==> config.mk <==
export PLATFORM = sky130hd
export DESIGN_NAME = intel_hex_record_decoder
export DESIGN_NICKNAME = d
export VERILOG_FILES = /design/src/hw/rtl/ihex_pkg.sv /design/src/hw/rtl/intel_hex_record_decoder.sv /design/src/hw/rtl/ihex_front.sv /design/src/hw/rtl/ihex_fifo.sv /design/src/hw/rtl/ihex_back.sv
export SDC_FILE = /design/constraint.sdc
export NUM_CORES = 1
export LEC_CHECK = 0
export ABC_AREA = 0
export BUFFER_PORTS_ARGS = -buffer_cell sky130_fd_sc_hd__buf_2
export CORE_MARGIN = 1.5
export CORE_UTILIZATION = 55
export CTS_BUF_LIST = sky130_fd_sc_hd__clkbuf_16
export DETAILED_ROUTE_END_ITERATION = 10
export GPL_ROUTABILITY_DRIVEN = 0
export PLACE_DENSITY = 0.8
export SETUP_SLACK_MARGIN = 0.4
export SLEW_MARGIN = 20
export SYNTH_ARGS = -nofsm -noshare
export SYNTH_HDL_FRONTEND = slang
export SYNTH_HIERARCHICAL = 1
export SYNTH_SLANG_ARGS = --single-unit
==> constraint.sdc <==
create_clock -name i_clk -period 5.9 [get_ports i_clk]
set_input_delay 0.295 -clock i_clk [delete_from_list [all_inputs] [get_ports i_clk]]
set_output_delay 0.295 -clock i_clk [all_outputs]
set_load 0.005 [all_outputs]
==> src/hw/rtl/ihex_pkg.sv <==
// Types, character codes and field kinds shared by the hex record decoder.
`timescale 1ns / 1ps

package ihex_pkg;

    localparam logic [7:0] CHAR_COLON    = 8'h3A;
    localparam logic [7:0] CHAR_DIGIT_LO = 8'h30;
    localparam logic [7:0] CHAR_DIGIT_HI = 8'h39;
    localparam logic [7:0] CHAR_UPPER_LO = 8'h41;
    localparam logic [7:0] CHAR_UPPER_HI = 8'h46;
    localparam logic [7:0] CHAR_LOWER_LO = 8'h61;
    localparam logic [7:0] CHAR_LOWER_HI = 8'h66;
    // 'A' - 10 and 'a' - 10
    localparam logic [7:0] UPPER_BIAS    = 8'h37;
    localparam logic [7:0] LOWER_BIAS    = 8'h57;

    localparam logic [7:0] EOF_CHECKSUM  = 8'hFF;
    localparam logic [7:0] EOF_TYPE      = 8'h01;

    typedef logic [2:0] t_kind;
    localparam t_kind KIND_COUNT    = 3'd0;
    localparam t_kind KIND_ADDR_HI  = 3'd1;
    localparam t_kind KIND_ADDR_LO  = 3'd2;
    localparam t_kind KIND_TYPE     = 3'd3;
    localparam t_kind KIND_DATA     = 3'd4;
    localparam t_kind KIND_CHECKSUM = 3'd5;

    // One queued item: either a record start or one hex digit.
    typedef struct packed {
        logic       is_colon;
        logic [3:0] nibble;
    } t_token;

    typedef struct packed {
        logic       hit;
        logic [3:0] nibble;
    } t_digit;

    function automatic t_digit hex_digit(input logic [7:0] c);
        t_digit     r;
        logic [7:0] v;
        r.hit = 1'b1;
        v     = 8'h00;
        if (c inside {[CHAR_DIGIT_LO:CHAR_DIGIT_HI]}) begin
            v = c - CHAR_DIGIT_LO;
        end else if (c inside {[CHAR_UPPER_LO:CHAR_UPPER_HI]}) begin
            v = c - UPPER_BIAS;
        end else if (c inside {[CHAR_LOWER_LO:CHAR_LOWER_HI]}) begin
            v = c - LOWER_BIAS;
        end else begin
            r.hit = 1'b0;
        end
        r.nibble = v[3:0];
        return r;
    endfunction

endpackage

==> src/hw/rtl/intel_hex_record_decoder.sv <==
// Intel HEX record decoder: top level.
//
// Input channel (i_valid / o_stall / i_character): one ASCII character per item.
// Output channel (o_valid / i_stall / o_*): one item per decoded byte, tagged with
// its field kind, the record address, the data offset and, on the checksum byte,
// the checksum and end-of-file flags.
// A classifier keeps colons and hex digits and writes them into a queue of
// QUEUE_DEPTH items; a record sequencer reads one item per cycle into a
// registered output stage whenever that stage is empty or being taken.
// Throughput: one character per clock while the output is not held by i_stall,
// set by the sequencer taking one queue item per cycle. A byte closed by a
// second digit passes through the queue and then the registered output stage.
// Reset clears the queue, the record state and the end-of-file state; after an
// end-of-file record all further characters are taken and dropped until reset.
// While i_stall is high a valid output holds; the queue takes up to QUEUE_DEPTH
// digits or colons, after which o_stall rises until the output is taken.
`timescale 1ns / 1ps

module intel_hex_record_decoder #(
    parameter int QUEUE_DEPTH = 4
) (
    input  logic        i_clk,
    input  logic        i_rst_n,
    input  logic        i_valid,
    output logic        o_stall,
    input  logic [7:0]  i_character,
    output logic        o_valid,
    input  logic        i_stall,
    output logic [7:0]  o_byte_value,
    output logic [2:0]  o_field_kind,
    output logic [15:0] o_record_address,
    output logic [7:0]  o_data_offset,
    output logic        o_checksum_ok,
    output logic        o_end_of_file,
    output logic        o_record_end
);

    logic             w_push, w_full, w_q_valid, w_pop;
    ihex_pkg::t_token w_in_token, w_q_token;

    ihex_front u_front (
        .i_valid      (i_valid),
        .i_character  (i_character),
        .i_queue_full (w_full),
        .o_stall      (o_stall),
        .o_push       (w_push),
        .o_token      (w_in_token)
    );

    ihex_fifo #(
        .DEPTH (QUEUE_DEPTH)
    ) u_fifo (
        .i_clk   (i_clk),
        .i_rst_n (i_rst_n),
        .i_push  (w_push),
        .i_token (w_in_token),
        .i_pop   (w_pop),
        .o_full  (w_full),
        .o_valid (w_q_valid),
        .o_token (w_q_token)
    );

    ihex_back u_back (
        .i_clk            (i_clk),
        .i_rst_n          (i_rst_n),
        .i_token_valid    (w_q_valid),
        .i_token          (w_q_token),
        .o_token_pop      (w_pop),
        .i_stall          (i_stall),
        .o_valid          (o_valid),
        .o_byte_value     (o_byte_value),
        .o_field_kind     (o_field_kind),
        .o_record_address (o_record_address),
        .o_data_offset    (o_data_offset),
        .o_checksum_ok    (o_checksum_ok),
        .o_end_of_file    (o_end_of_file),
        .o_record_end     (o_record_end)
    );

endmodule

==> src/hw/rtl/ihex_front.sv <==
// Character classifier: turns colons and hex digits into queue items, drops the rest.
`timescale 1ns / 1ps

module ihex_front (
    input  logic              i_valid,
    input  logic [7:0]        i_character,
    input  logic              i_queue_full,
    output logic              o_stall,
    output logic              o_push,
    output ihex_pkg::t_token  o_token
);

    ihex_pkg::t_digit w_digit;
    logic             w_colon;

    assign w_digit = ihex_pkg::hex_digit(i_character);
    assign w_colon = (i_character == ihex_pkg::CHAR_COLON);

    assign o_stall          = i_queue_full;
    assign o_push           = i_valid && !i_queue_full && (w_colon || w_digit.hit);
    assign o_token.is_colon = w_colon;
    assign o_token.nibble   = w_digit.nibble;

endmodule

==> src/hw/rtl/ihex_fifo.sv <==
// Short item queue between the classifier and the record sequencer.
`timescale 1ns / 1ps

module ihex_fifo #(
    parameter int DEPTH = 4
) (
    input  logic              i_clk,
    input  logic              i_rst_n,
    input  logic              i_push,
    input  ihex_pkg::t_token  i_token,
    input  logic              i_pop,
    output logic              o_full,
    output logic              o_valid,
    output ihex_pkg::t_token  o_token
);

    localparam int PTR_W = (DEPTH > 1) ? $clog2(DEPTH) : 1;
    localparam int CNT_W = $clog2(DEPTH + 1);
    localparam logic [PTR_W-1:0] LAST = PTR_W'(DEPTH - 1);
    localparam logic [CNT_W-1:0] FULL = CNT_W'(DEPTH);

    ihex_pkg::t_token r_mem [DEPTH];
    logic [PTR_W-1:0] r_wr_ptr, n_wr_ptr;
    logic [PTR_W-1:0] r_rd_ptr, n_rd_ptr;
    logic [CNT_W-1:0] r_count, n_count;
    logic             w_push, w_pop;

    assign o_full  = (r_count == FULL);
    assign o_valid = (r_count != '0);
    assign o_token = r_mem[r_rd_ptr];

    assign w_push = i_push && !o_full;
    assign w_pop  = i_pop && o_valid;

    always_comb begin
        n_wr_ptr = r_wr_ptr;
        n_rd_ptr = r_rd_ptr;
        n_count  = r_count;
        if (w_push) begin
            n_wr_ptr = (r_wr_ptr == LAST) ? '0 : r_wr_ptr + PTR_W'(1);
        end
        if (w_pop) begin
            n_rd_ptr = (r_rd_ptr == LAST) ? '0 : r_rd_ptr + PTR_W'(1);
        end
        if (w_push && !w_pop) begin
            n_count = r_count + CNT_W'(1);
        end else if (w_pop && !w_push) begin
            n_count = r_count - CNT_W'(1);
        end
    end

    always_ff @(posedge i_clk) begin
        if (!i_rst_n) begin
            r_wr_ptr <= '0;
            r_rd_ptr <= '0;
            r_count  <= '0;
        end else begin
            r_wr_ptr <= n_wr_ptr;
            r_rd_ptr <= n_rd_ptr;
            r_count  <= n_count;
        end
    end

    always_ff @(posedge i_clk) begin
        if (w_push) begin
            r_mem[r_wr_ptr] <= i_token;
        end
    end

endmodule

==> src/hw/rtl/ihex_back.sv <==
// Record sequencer: pairs digits into bytes, tracks record fields, registers results.
`timescale 1ns / 1ps

module ihex_back (
    input  logic              i_clk,
    input  logic              i_rst_n,
    input  logic              i_token_valid,
    input  ihex_pkg::t_token  i_token,
    output logic              o_token_pop,
    input  logic              i_stall,
    output logic              o_valid,
    output logic [7:0]        o_byte_value,
    output logic [2:0]        o_field_kind,
    output logic [15:0]       o_record_address,
    output logic [7:0]        o_data_offset,
    output logic              o_checksum_ok,
    output logic              o_end_of_file,
    output logic              o_record_end
);

    typedef enum logic [7:0] {
        S_IDLE  = 8'b0000_0001,
        S_COUNT = 8'b0000_0010,
        S_AHI   = 8'b0000_0100,
        S_ALO   = 8'b0000_1000,
        S_TYPE  = 8'b0001_0000,
        S_DATA  = 8'b0010_0000,
        S_CSUM  = 8'b0100_0000,
        S_EOF   = 8'b1000_0000
    } t_state;

    t_state      r_state, n_state;
    logic        r_pending, n_pending;
    logic [3:0]  r_high, n_high;
    logic [7:0]  r_count, n_count;
    logic [7:0]  r_index, n_index;
    logic [7:0]  r_sum, n_sum;
    logic [15:0] r_addr, n_addr;
    logic [7:0]  r_type, n_type;

    logic        r_out_valid;
    logic [7:0]  r_byte;
    logic [2:0]  r_kind;
    logic [15:0] r_out_addr;
    logic [7:0]  r_offset;
    logic        r_ok, r_eof, r_end;

    logic        w_pop, w_load, w_emit;
    logic [7:0]  w_byte, w_sum, w_offset;
    logic [2:0]  w_kind;
    logic        w_ok, w_eof, w_end;

    // Output register frees up when empty or being taken this cycle.
    assign w_load      = !r_out_valid || !i_stall;
    assign w_pop       = i_token_valid && w_load;
    assign o_token_pop = w_pop;

    assign w_byte = {r_high, i_token.nibble};
    assign w_sum  = r_sum + w_byte;

    always_comb begin
        n_state   = r_state;
        n_pending = r_pending;
        n_high    = r_high;
        n_count   = r_count;
        n_index   = r_index;
        n_sum     = r_sum;
        n_addr    = r_addr;
        n_type    = r_type;
        w_emit    = 1'b0;
        w_kind    = ihex_pkg::KIND_COUNT;
        w_offset  = 8'h00;
        w_ok      = 1'b0;
        w_eof     = 1'b0;
        w_end     = 1'b0;
        if (w_pop && r_state != S_EOF) begin
            if (i_token.is_colon) begin
                // colon restarts the record, dropping any partial one
                n_state   = S_COUNT;
                n_pending = 1'b0;
                n_high    = 4'h0;
                n_count   = 8'h00;
                n_index   = 8'h00;
                n_sum     = 8'h00;
                n_addr    = 16'h0000;
                n_type    = 8'h00;
            end else if (r_state != S_IDLE) begin
                if (!r_pending) begin
                    n_high    = i_token.nibble;
                    n_pending = 1'b1;
                end else begin
                    n_pending = 1'b0;
                    n_high    = 4'h0;
                    n_sum     = w_sum;
                    w_emit    = 1'b1;
                    case (r_state)
                        S_COUNT: begin
                            w_kind  = ihex_pkg::KIND_COUNT;
                            n_count = w_byte;
                            n_state = S_AHI;
                        end
                        S_AHI: begin
                            w_kind  = ihex_pkg::KIND_ADDR_HI;
                            n_addr  = {w_byte, 8'h00};
                            n_state = S_ALO;
                        end
                        S_ALO: begin
                            w_kind  = ihex_pkg::KIND_ADDR_LO;
                            n_addr  = {r_addr[15:8], w_byte};
                            n_state = S_TYPE;
                        end
                        S_TYPE: begin
                            w_kind  = ihex_pkg::KIND_TYPE;
                            n_type  = w_byte;
                            n_index = 8'h00;
                            n_state = (r_count == 8'h00) ? S_CSUM : S_DATA;
                        end
                        S_DATA: begin
                            w_kind   = ihex_pkg::KIND_DATA;
                            w_offset = r_index;
                            n_index  = r_index + 8'd1;
                            if (n_index == r_count) begin
                                n_state = S_CSUM;
                            end
                        end
                        S_CSUM: begin
                            w_kind  = ihex_pkg::KIND_CHECKSUM;
                            w_end   = 1'b1;
                            w_ok    = (w_sum == 8'h00);
                            w_eof   = (r_count == 8'h00) && (r_addr == 16'h0000) &&
                                      (r_type == ihex_pkg::EOF_TYPE) &&
                                      (w_byte == ihex_pkg::EOF_CHECKSUM);
                            n_state = w_eof ? S_EOF : S_IDLE;
                        end
                        default: begin
                            w_emit  = 1'b0;
                            n_state = S_IDLE;
                        end
                    endcase
                end
            end
        end
    end

    always_ff @(posedge i_clk) begin
        if (!i_rst_n) begin
            r_state     <= S_IDLE;
            r_pending   <= 1'b0;
            r_high      <= 4'h0;
            r_count     <= 8'h00;
            r_index     <= 8'h00;
            r_sum       <= 8'h00;
            r_addr      <= 16'h0000;
            r_type      <= 8'h00;
            r_out_valid <= 1'b0;
        end else begin
            r_state   <= n_state;
            r_pending <= n_pending;
            r_high    <= n_high;
            r_count   <= n_count;
            r_index   <= n_index;
            r_sum     <= n_sum;
            r_addr    <= n_addr;
            r_type    <= n_type;
            if (w_load) begin
                r_out_valid <= w_emit;
            end
        end
    end

    always_ff @(posedge i_clk) begin
        if (w_load && w_emit) begin
            r_byte     <= w_byte;
            r_kind     <= w_kind;
            r_out_addr <= n_addr;
            r_offset   <= w_offset;
            r_ok       <= w_ok;
            r_eof      <= w_eof;
            r_end      <= w_end;
        end
    end

    assign o_valid          = r_out_valid;
    assign o_byte_value     = r_byte;
    assign o_field_kind     = r_kind;
    assign o_record_address = r_out_addr;
    assign o_data_offset    = r_offset;
    assign o_checksum_ok    = r_ok;
    assign o_end_of_file    = r_eof;
    assign o_record_end     = r_end;

endmodule

* Word-level counts from Yosys, hierarchy flattened
Memories as Yosys holds them, arrays and structs flattened. A register that Yosys moved wholly into a read port is not among the register bits. Index checks and enable logic that the tools add are counted.
Storage, ports and cells: memories kept 1, word-level logic and storage cells 152, output and inout bits 40, bits in registers 107, input bits 12, RAM bits 20
Memories:
- u_fifo.r_mem | words 4, bits a word 5, rd ports 1, clocked after Yosys merged registers in 1, write ports 1, RTL line ihex_fifo.sv:22 | ihex_pkg::t_token r_mem [DEPTH];
Operators by class: bitwise logic cells 5, reduce and logical (&&, ||, !) cells 42, magnitude comparators 6, muxes and demuxes 54, add/sub/neg operators 9, equality and inequality tests 16
Operators by type and width (number):
- two-way mux 8 bit | 19
- two-way mux 16 bit | 4
- one-hot mux 8 bit (6 select lines) | 1
- one-hot mux 16 bit (2 select lines) | 1
- two-way mux 4 bit | 6
- == test 8 x 6 -> 1 bit (second input constant) | 2
- >= comparator 8 x 7 -> 1 bit (second input constant) | 2
- <= comparator 8 x 7 -> 1 bit (second input constant) | 2
- zero test 16 bit | 1
- zero test 8 bit | 2
- one-hot mux 8 bit (2 select lines) | 1
- AND reduction 4 bit | 4
- logical AND 1 bit | 15
- one-hot mux 3 bit (5 select lines) | 1
- two-way mux 1 bit | 14
- nonzero test 2 bit | 5
- OR reduction 5 bit | 2
- adder 8 x 1 -> 8 bit (second input constant) | 1
- adder 8 bit | 1
- == test 8 x 1 -> 1 bit (second input constant) | 1
- == test 8 x 2 -> 1 bit (second input constant) | 1
- == test 8 x 3 -> 1 bit (second input constant) | 1
- == test 8 x 4 -> 1 bit (second input constant) | 1
- == test 8 x 5 -> 1 bit (second input constant) | 1
- other kinds (26) | 43

* Depth between registers and ports, before layout
Gate-level depths: netlist (run 1).
depth in word-level cells 12, gate-level depth with buffers 13, mapped depth without buffers 12

* Hierarchy
Netlist (run 1), hierarchy kept.
By module, submodules not included:
- ihex_back | cells an instance 452, area an instance 4687.0 um2, seq. area each 2382.3 um2, instances 1
- ihex_fifo | cells an instance 77, area an instance 1201.2 um2, seq. area each 780.7 um2, instances 1
- ihex_front | cells an instance 33, area an instance 264.0 um2, seq. area each 0.0 um2, instances 1

* Worst setup path after synthesis (run 1)
No wires, ideal clock.
path type register to register, from register with a tool-made name, to register u_back.r_byte[0] (netlist: u_back/o_byte_value[0]), enable pin, cell stages (with the launch flop) 6, path buffers 3, arrival time 4.349 ns, library setup time 0.491 ns, data required time 5.409 ns, period minus slack after synthesis 4.840 ns, slack 1.060 ns, cells stage by stage dfxtp_1 -> buf_2 -> mux4_2 -> clkbuf_1 -> clkbuf_1 -> nor3b_1
RTL lines:
- end signal, assigned | RTL line ihex_back.sv:173 | r_byte <= w_byte;
- end, declared | RTL line ihex_back.sv:42 | logic [7:0] r_byte;

==> reports/metrics.yaml, run 1 <==
clock_tree:
  cts_buffers: 17
  cts_root_buf: "clkbuf_16"
  cts_buffer_depth: 2
  clk_pin_slew_worst_paths_ps: 50
  clk_latency_ps: 410
  cts_tree: "done"
  cts-resized-gates: 0
  cts_hold_buf: 0
  cts_max_level: 4
  post_cts_buffers: 0
  clock_sinks: 129
sta:
  layout_setup_ws_ps: 2440
  rsz0062_at_grt: "false"
  period_needed_ps: 3460
  maxSlewViolCount: 0
  setup_violations: 0
  skew_ps: 7.05
  maxSlewHeadroom_pct: 34.9
  hold_viol: 0
  worstMarginPinSlew_ps: 972
  fmax_ghz: 0.289
  finalCritPeriodShare_pct: 58.7
  finalSetupTns_ps: 0
synth:
  synthSimpleGateAreaFrac_pct: 20.7
  avgSynthCellArea_um2: 10.9
  synthCells: 562
  ys_warn_count: 6
  synth_async_sr_flop_share_pct: 0
  synth_common_cells: "dfxtp_1 (71), edfxtp_1 (58), nor2_1 (46), nand2_1 (44), and2_1 (32)"
  synth_top_family_by_area: "simple AND/OR/NAND/NOR gates"
  yosysMostFrequentCell: "dfxtp_1"
  synth_area_um2: 6150
  synth_top_cell_area_share_pct: 28.3
  synth_edf_count: 58
  ys.flop_type: "dfxtp_1"
  seq_area_frac_synth_pct: 51.4
  ys_seq_elements: 129
  synth_area_leaders: "edfxtp_1 (28%), dfxtp_1 (23%), ha_1 (3.7%)"
  synth_mux_area_share_pct: 5.41
  synth.distinct_cells: 78
  synth_top_area_cell: "edfxtp_1"
  syn_nets: 594
  synthAdderAreaFrac_pct: 4.31
  synth_compound_area_share_pct: 12.8
  synth_xor_area_share_pct: 2.93
floorplan:
  die_h_um: 109
  fp.dieW_um: 109
  design.die.area_um2: 11800
  start_util_pct: 56.5
  ios: 52
  core_um2: 10900
  rows: 38
worst_setup_path:
  cpPeakStageDelay_ps: 660
  cp-start-kind: "flop"
  path_class: "reg2reg"
  crit_top_cell: "a21oi_1"
  required_ps: 6060
  slowest_stage: "mux4_2"
  crit_chain: "mux4_2, ha_1, fa_1, a21o_1, a21oi_1, o21bai_1, a21oi_1, xnor2_1, nor4_1"
  end_kind: "flop"
  worstPathArrival_ps: 3620
  path_max_fanout: 7
drt:
  first_pass_iters: 7
  antenna_left: 0
  drc: 0
  finalWirelength_um: 13500
  drt_iter0_markers: 449
  vias_per_cell: 6.05
  wl_per_cell_um: 17.7
  num_vias: 4632
layout:
  final_core_util_pct: 65.5
  layout.cells.non_filler: 766
  regArea_um2: 3160
  fin_nets: 645
  multi_input_area_um2: 2850
  fill_cells: 802
  drive_above_1_share_pct: 18.1
  area_growth_pct: 15.8
  antennaDiodeCount: 0
power:
  cellLeakagePower_nw: 2.61
  power.density_nw_per_um2: 325
  vdd_drop_max_uv: 200
global_route:
  grt_use_met2_pct: 41.2
  antenna_found_initial: 0
  grt_use_total_pct: 25.0
  grt.busiest_layer: "met2"
  met3_usage_pct: 6.46
  grt_overflow: 0
  grt_max_degree: 38
  grt_pass1_wl_um: 22700
  grt_pass1_vias: 4620
  grt_use_met1_pct: 31.1
outcome:
  status: "finished clean"
placement:
  pre_cts_slack_ps: 2440
  io_buffers: 51
  hpwl_um: 9110
  dp.cells: 734
hold_path:
  hold_class: "in2reg"
flow_run:
  drv_cap: 0
[state kept, by name, summed over array words and instances, names as in the netlist, 2 cells and up, named ones only]
name                     cells
u_back/r_count               8
u_back/o_field_kind          3
u_fifo/r_wr_ptr              2
u_back/o_data_offset         8
u_back/r_addr               16
u_fifo/r_count               3
u_fifo/r_mem                20
u_back/r_state               8
u_back/o_byte_value          8
u_fifo/r_rd_ptr              2
u_back/r_high                4
u_back/o_record_address     16
u_back/r_index               8
u_back/r_sum                 8
u_back/r_type                8
[metrics by stage]
step	power (mW)	area (um2)	hold WS, ps
after floorplan	1.17	6150	436
final	2.32	7130	225
after CTS	2.33	7130	212
after detailed placement	1.22	6500	467
after global routing	2.39	7130	239
after global placement	1.21	6500	460
[critical path, delay by kind of cell, from the launching register on]
kind            cells  cell delay [ps]
fa+ha+maj           2              720
flops               1              520
xor+xnor            1              110
compound gates      4              750
mux                 1              660
simple gates        1              450
[per-layer routing]
| metal | up-vias | share of wire, % |
|---|---|---|
| li1 | 2161 | - |
| met1 | 2240 | 41 |
| met2 | 199 | 50 |
| met3 | 32 | 6.3 |
| met4 | 0 | 1.8 |
| met5 | - | 0 |
[logic make-up after synthesis]
group                    Yosys count
AO/OA/AOI/OAI                    115
XOR/XNOR                          19
adder cells (fa/ha/maj)           20
buffers and inverters             34
flip-flops                       129
multiplexers                      27
AND/OR/NAND/NOR                  218
[final cells by class]
type | count | area share (%)
clock inverter | 15 | 2.79
clock buffer | 17 | 5.97
tap | 140 | 2.46
sequential | 129 | 44.4
inverter | 13 | 0.685
timing repair buffer | 53 | 3.79
multi-input combinational | 399 | 39.9
[worst paths after layout]
path	cells past startpoint	slack, ps	from	endpoint
setup / recovery	9	2440	flop	u_back/o_checksum_ok
hold / removal	3	230	i_stall	u_back/o_valid
setup reg to reg	9	2440	flop	u_back/o_checksum_ok
hold reg to reg	1	490	u_back/r_sum[6]	u_back/r_sum[6]
[where the power goes]
part,switching (mW),internal (mW),leakage [nW]
clock network,0.367,0.739,0.313
logic,0.151,0.0879,1.21
registers,0.0276,0.945,1.09
[layout by cell type (no fill, tap or decap), types with 18 or more instances in the layout]
cell type  netlist  final
edfxtp_1        58     58
ha_1            18     18
o21ai_1         26     26
buf_2            5     51
dfxtp_1         71     71
nor2_1          46     46
a21oi_1         18     18
mux2i_1         22     22
nand2_1         44     44
and2_1          32     32
Power figures use the tool's default switching activity.
==> inputs of run 2 (changes only) <==
Clock period 5.9 ns to 3.4 ns, I/O delays scaled along.
==> run 2 against run 1 <==
Effect of this change:
- fmax grew 21%
- clock skew grew 5.0 ps
- total power increased by 66%
- utilization increased by 0.25 points
- critical path type unchanged
- largest cell class unchanged
- largest power group unchanged
- highest routed layer unchanged
==> reports/metrics.yaml, run 2 (synthesis results as in run 1) <==
outcome:
  status: "finished clean"
power:
  power.density_nw_per_um2: 538
  seqPwrFrac_pct: 43.8
  vdd_drop_max_uv: 373
  swShare_pct: 25.5
  p_comb_share_pct: 10.8
  p_switching_mw: 0.983
  cellLeakagePower_nw: 2.62
  clkPwrFrac_pct: 45.5
  total_power_mw: 3.85
  intPower_mw: 2.87
sta:
  setup_violations: 0
  fmax_ghz: 0.350
  maxSlewViolCount: 0
  rsz0062_at_grt: "false"
  finalSetupTns_ps: 0
  maxSlewHeadroom_pct: 50.3
  worstMarginPinSlew_ps: 739
  fin_hold_ws_ps: 149
  layout_setup_ws_ps: 539
  finalCritPeriodShare_pct: 84.1
  hold_viol: 0
  period_needed_ps: 2860
  skew_ps: 12.1
layout:
  largest_register_ffs: 20
  final_cell_mix: "dfxtp_1 (70), edfxtp_1 (58), buf_2 (51)"
  fin_nets: 652
  regMostFlops: "u_fifo/r_mem"
  drive_above_1_share_pct: 20.4
  antennaDiodeCount: 0
  area_growth_pct: 16.3
  final_common_cell: "dfxtp_1"
  layout.cells.non_filler: 773
floorplan:
  rows: 38
  fp.dieW_um: 109
  core_um2: 10900
  die_h_um: 109
  ios: 52
  design.die.area_um2: 11800
  start_util_pct: 56.5
global_route:
  grt_pass1_wl_um: 21600
  grt_use_total_pct: 24.0
  antenna_found_initial: 0
  grt_overflow: 0
  grt_pass1_vias: 4384
  grt_max_degree: 35
clock_tree:
  cts_tree: "done"
  clk_latency_ps: 420
  cts_buffer_depth: 2
  cts_root_buf: "clkbuf_16"
  clock_sinks: 129
  cts_max_level: 4
  clk_pin_slew_worst_paths_ps: 60
  cts_buffers: 17
  cts_hold_buf: 0
drt:
  antenna_left: 0
  drt_iter0_markers: 402
  finalWirelength_um: 13300
  wl_per_cell_um: 17.3
  first_pass_iters: 5
  num_vias: 4595
  vias_per_cell: 5.94
  drc: 0
hold_path:
  hold_class: "in2reg"
  min-delay-start: "i_stall"
placement:
  io_buffers: 51
  dp.cells: 739
  pre_cts_slack_ps: 307
  hpwl_um: 9020
worst_setup_path:
  required_ps: 3630
  path_class: "reg2reg"
  slowest_stage: "mux4_2"
  worstPathArrival_ps: 3090
  end_kind: "flop"
  crit_chain: "mux4_2, ha_2, fa_1, a21o_1, a21oi_2, o21bai_1, a21oi_2, xnor2_1, nor4_1"
  cpPeakStageDelay_ps: 600
  path_max_fanout: 7
  crit_top_cell: "a21oi_2"
  cp-start-kind: "flop"
flow_run:
  drv_cap: 0
## run 2: cell types whose count changed in the layout (fill, tap and decap cells not counted), sizes merged
cell / previous run / this run
clkinvlp: 1 / 3
bufinv: 5 / 2
inv: 16 / 15
clkinv: 6 / 8
buf: 53 / 60
## run 2: layout make-up
class | instances | area [um2]
fill | 828 | 3730
sequential | 129 | 3170
multi-input combinational | 399 | 2870
clock buffer | 17 | 425
timing repair buffer | 60 | 323
tap | 140 | 175
clock inverter | 15 | 144
inverter | 13 | 48.8
## run 2: what timing repair did
item | 4_1_cts | 5_1_grt
pin swaps | 0 | 2
resized for setup | 1 | 6
setup buffers | 0 | 2
endpoints found under the setup margin | 3 | 3
## run 2: power groups by stage
stage,logic [mW],registers [mW],clock network [mW]
after floorplan,0.337,1.70,0
after CTS,0.409,1.68,1.77
final,0.415,1.68,1.75
after detailed placement,0.405,1.72,0
after global placement,0.392,1.72,0
after global routing,0.451,1.69,1.84
## run 2: worst paths after layout
path                     endpoint  slack [ps]  cells after the start
min                u_back/o_valid         150                      3
max reg2reg  u_back/o_checksum_ok         540                      9
max          u_back/o_checksum_ok         540                      9
min reg2reg       u_back/r_sum[6]         490                      1
## run 2: metrics by stage
step,instance area (um2),utilization [%]
after global placement,6550,60.1
final,7150,65.7
after detailed placement,6550,60.1
after floorplan,6160,-
after global routing,7150,65.7
after CTS,7120,65.4
## run 2: worst max-delay path, delay by kind of cell (launching register included)
family	cells	cell delay [ps]
compound gates	4	630
xor+xnor	1	90
fa+ha+maj	2	670
flops	1	400
mux	1	600
simple gates	1	280
## run 2: routing by layer
layer  track usage [%]  vias to the layer above  wire length [um]
met2              40.3                      168              6660
met1              30.4                     2227              5690
met5                 0                        -                 0
met4              8.83                        0               212
li1                  -                     2178                 -
met3              5.14                       22               779
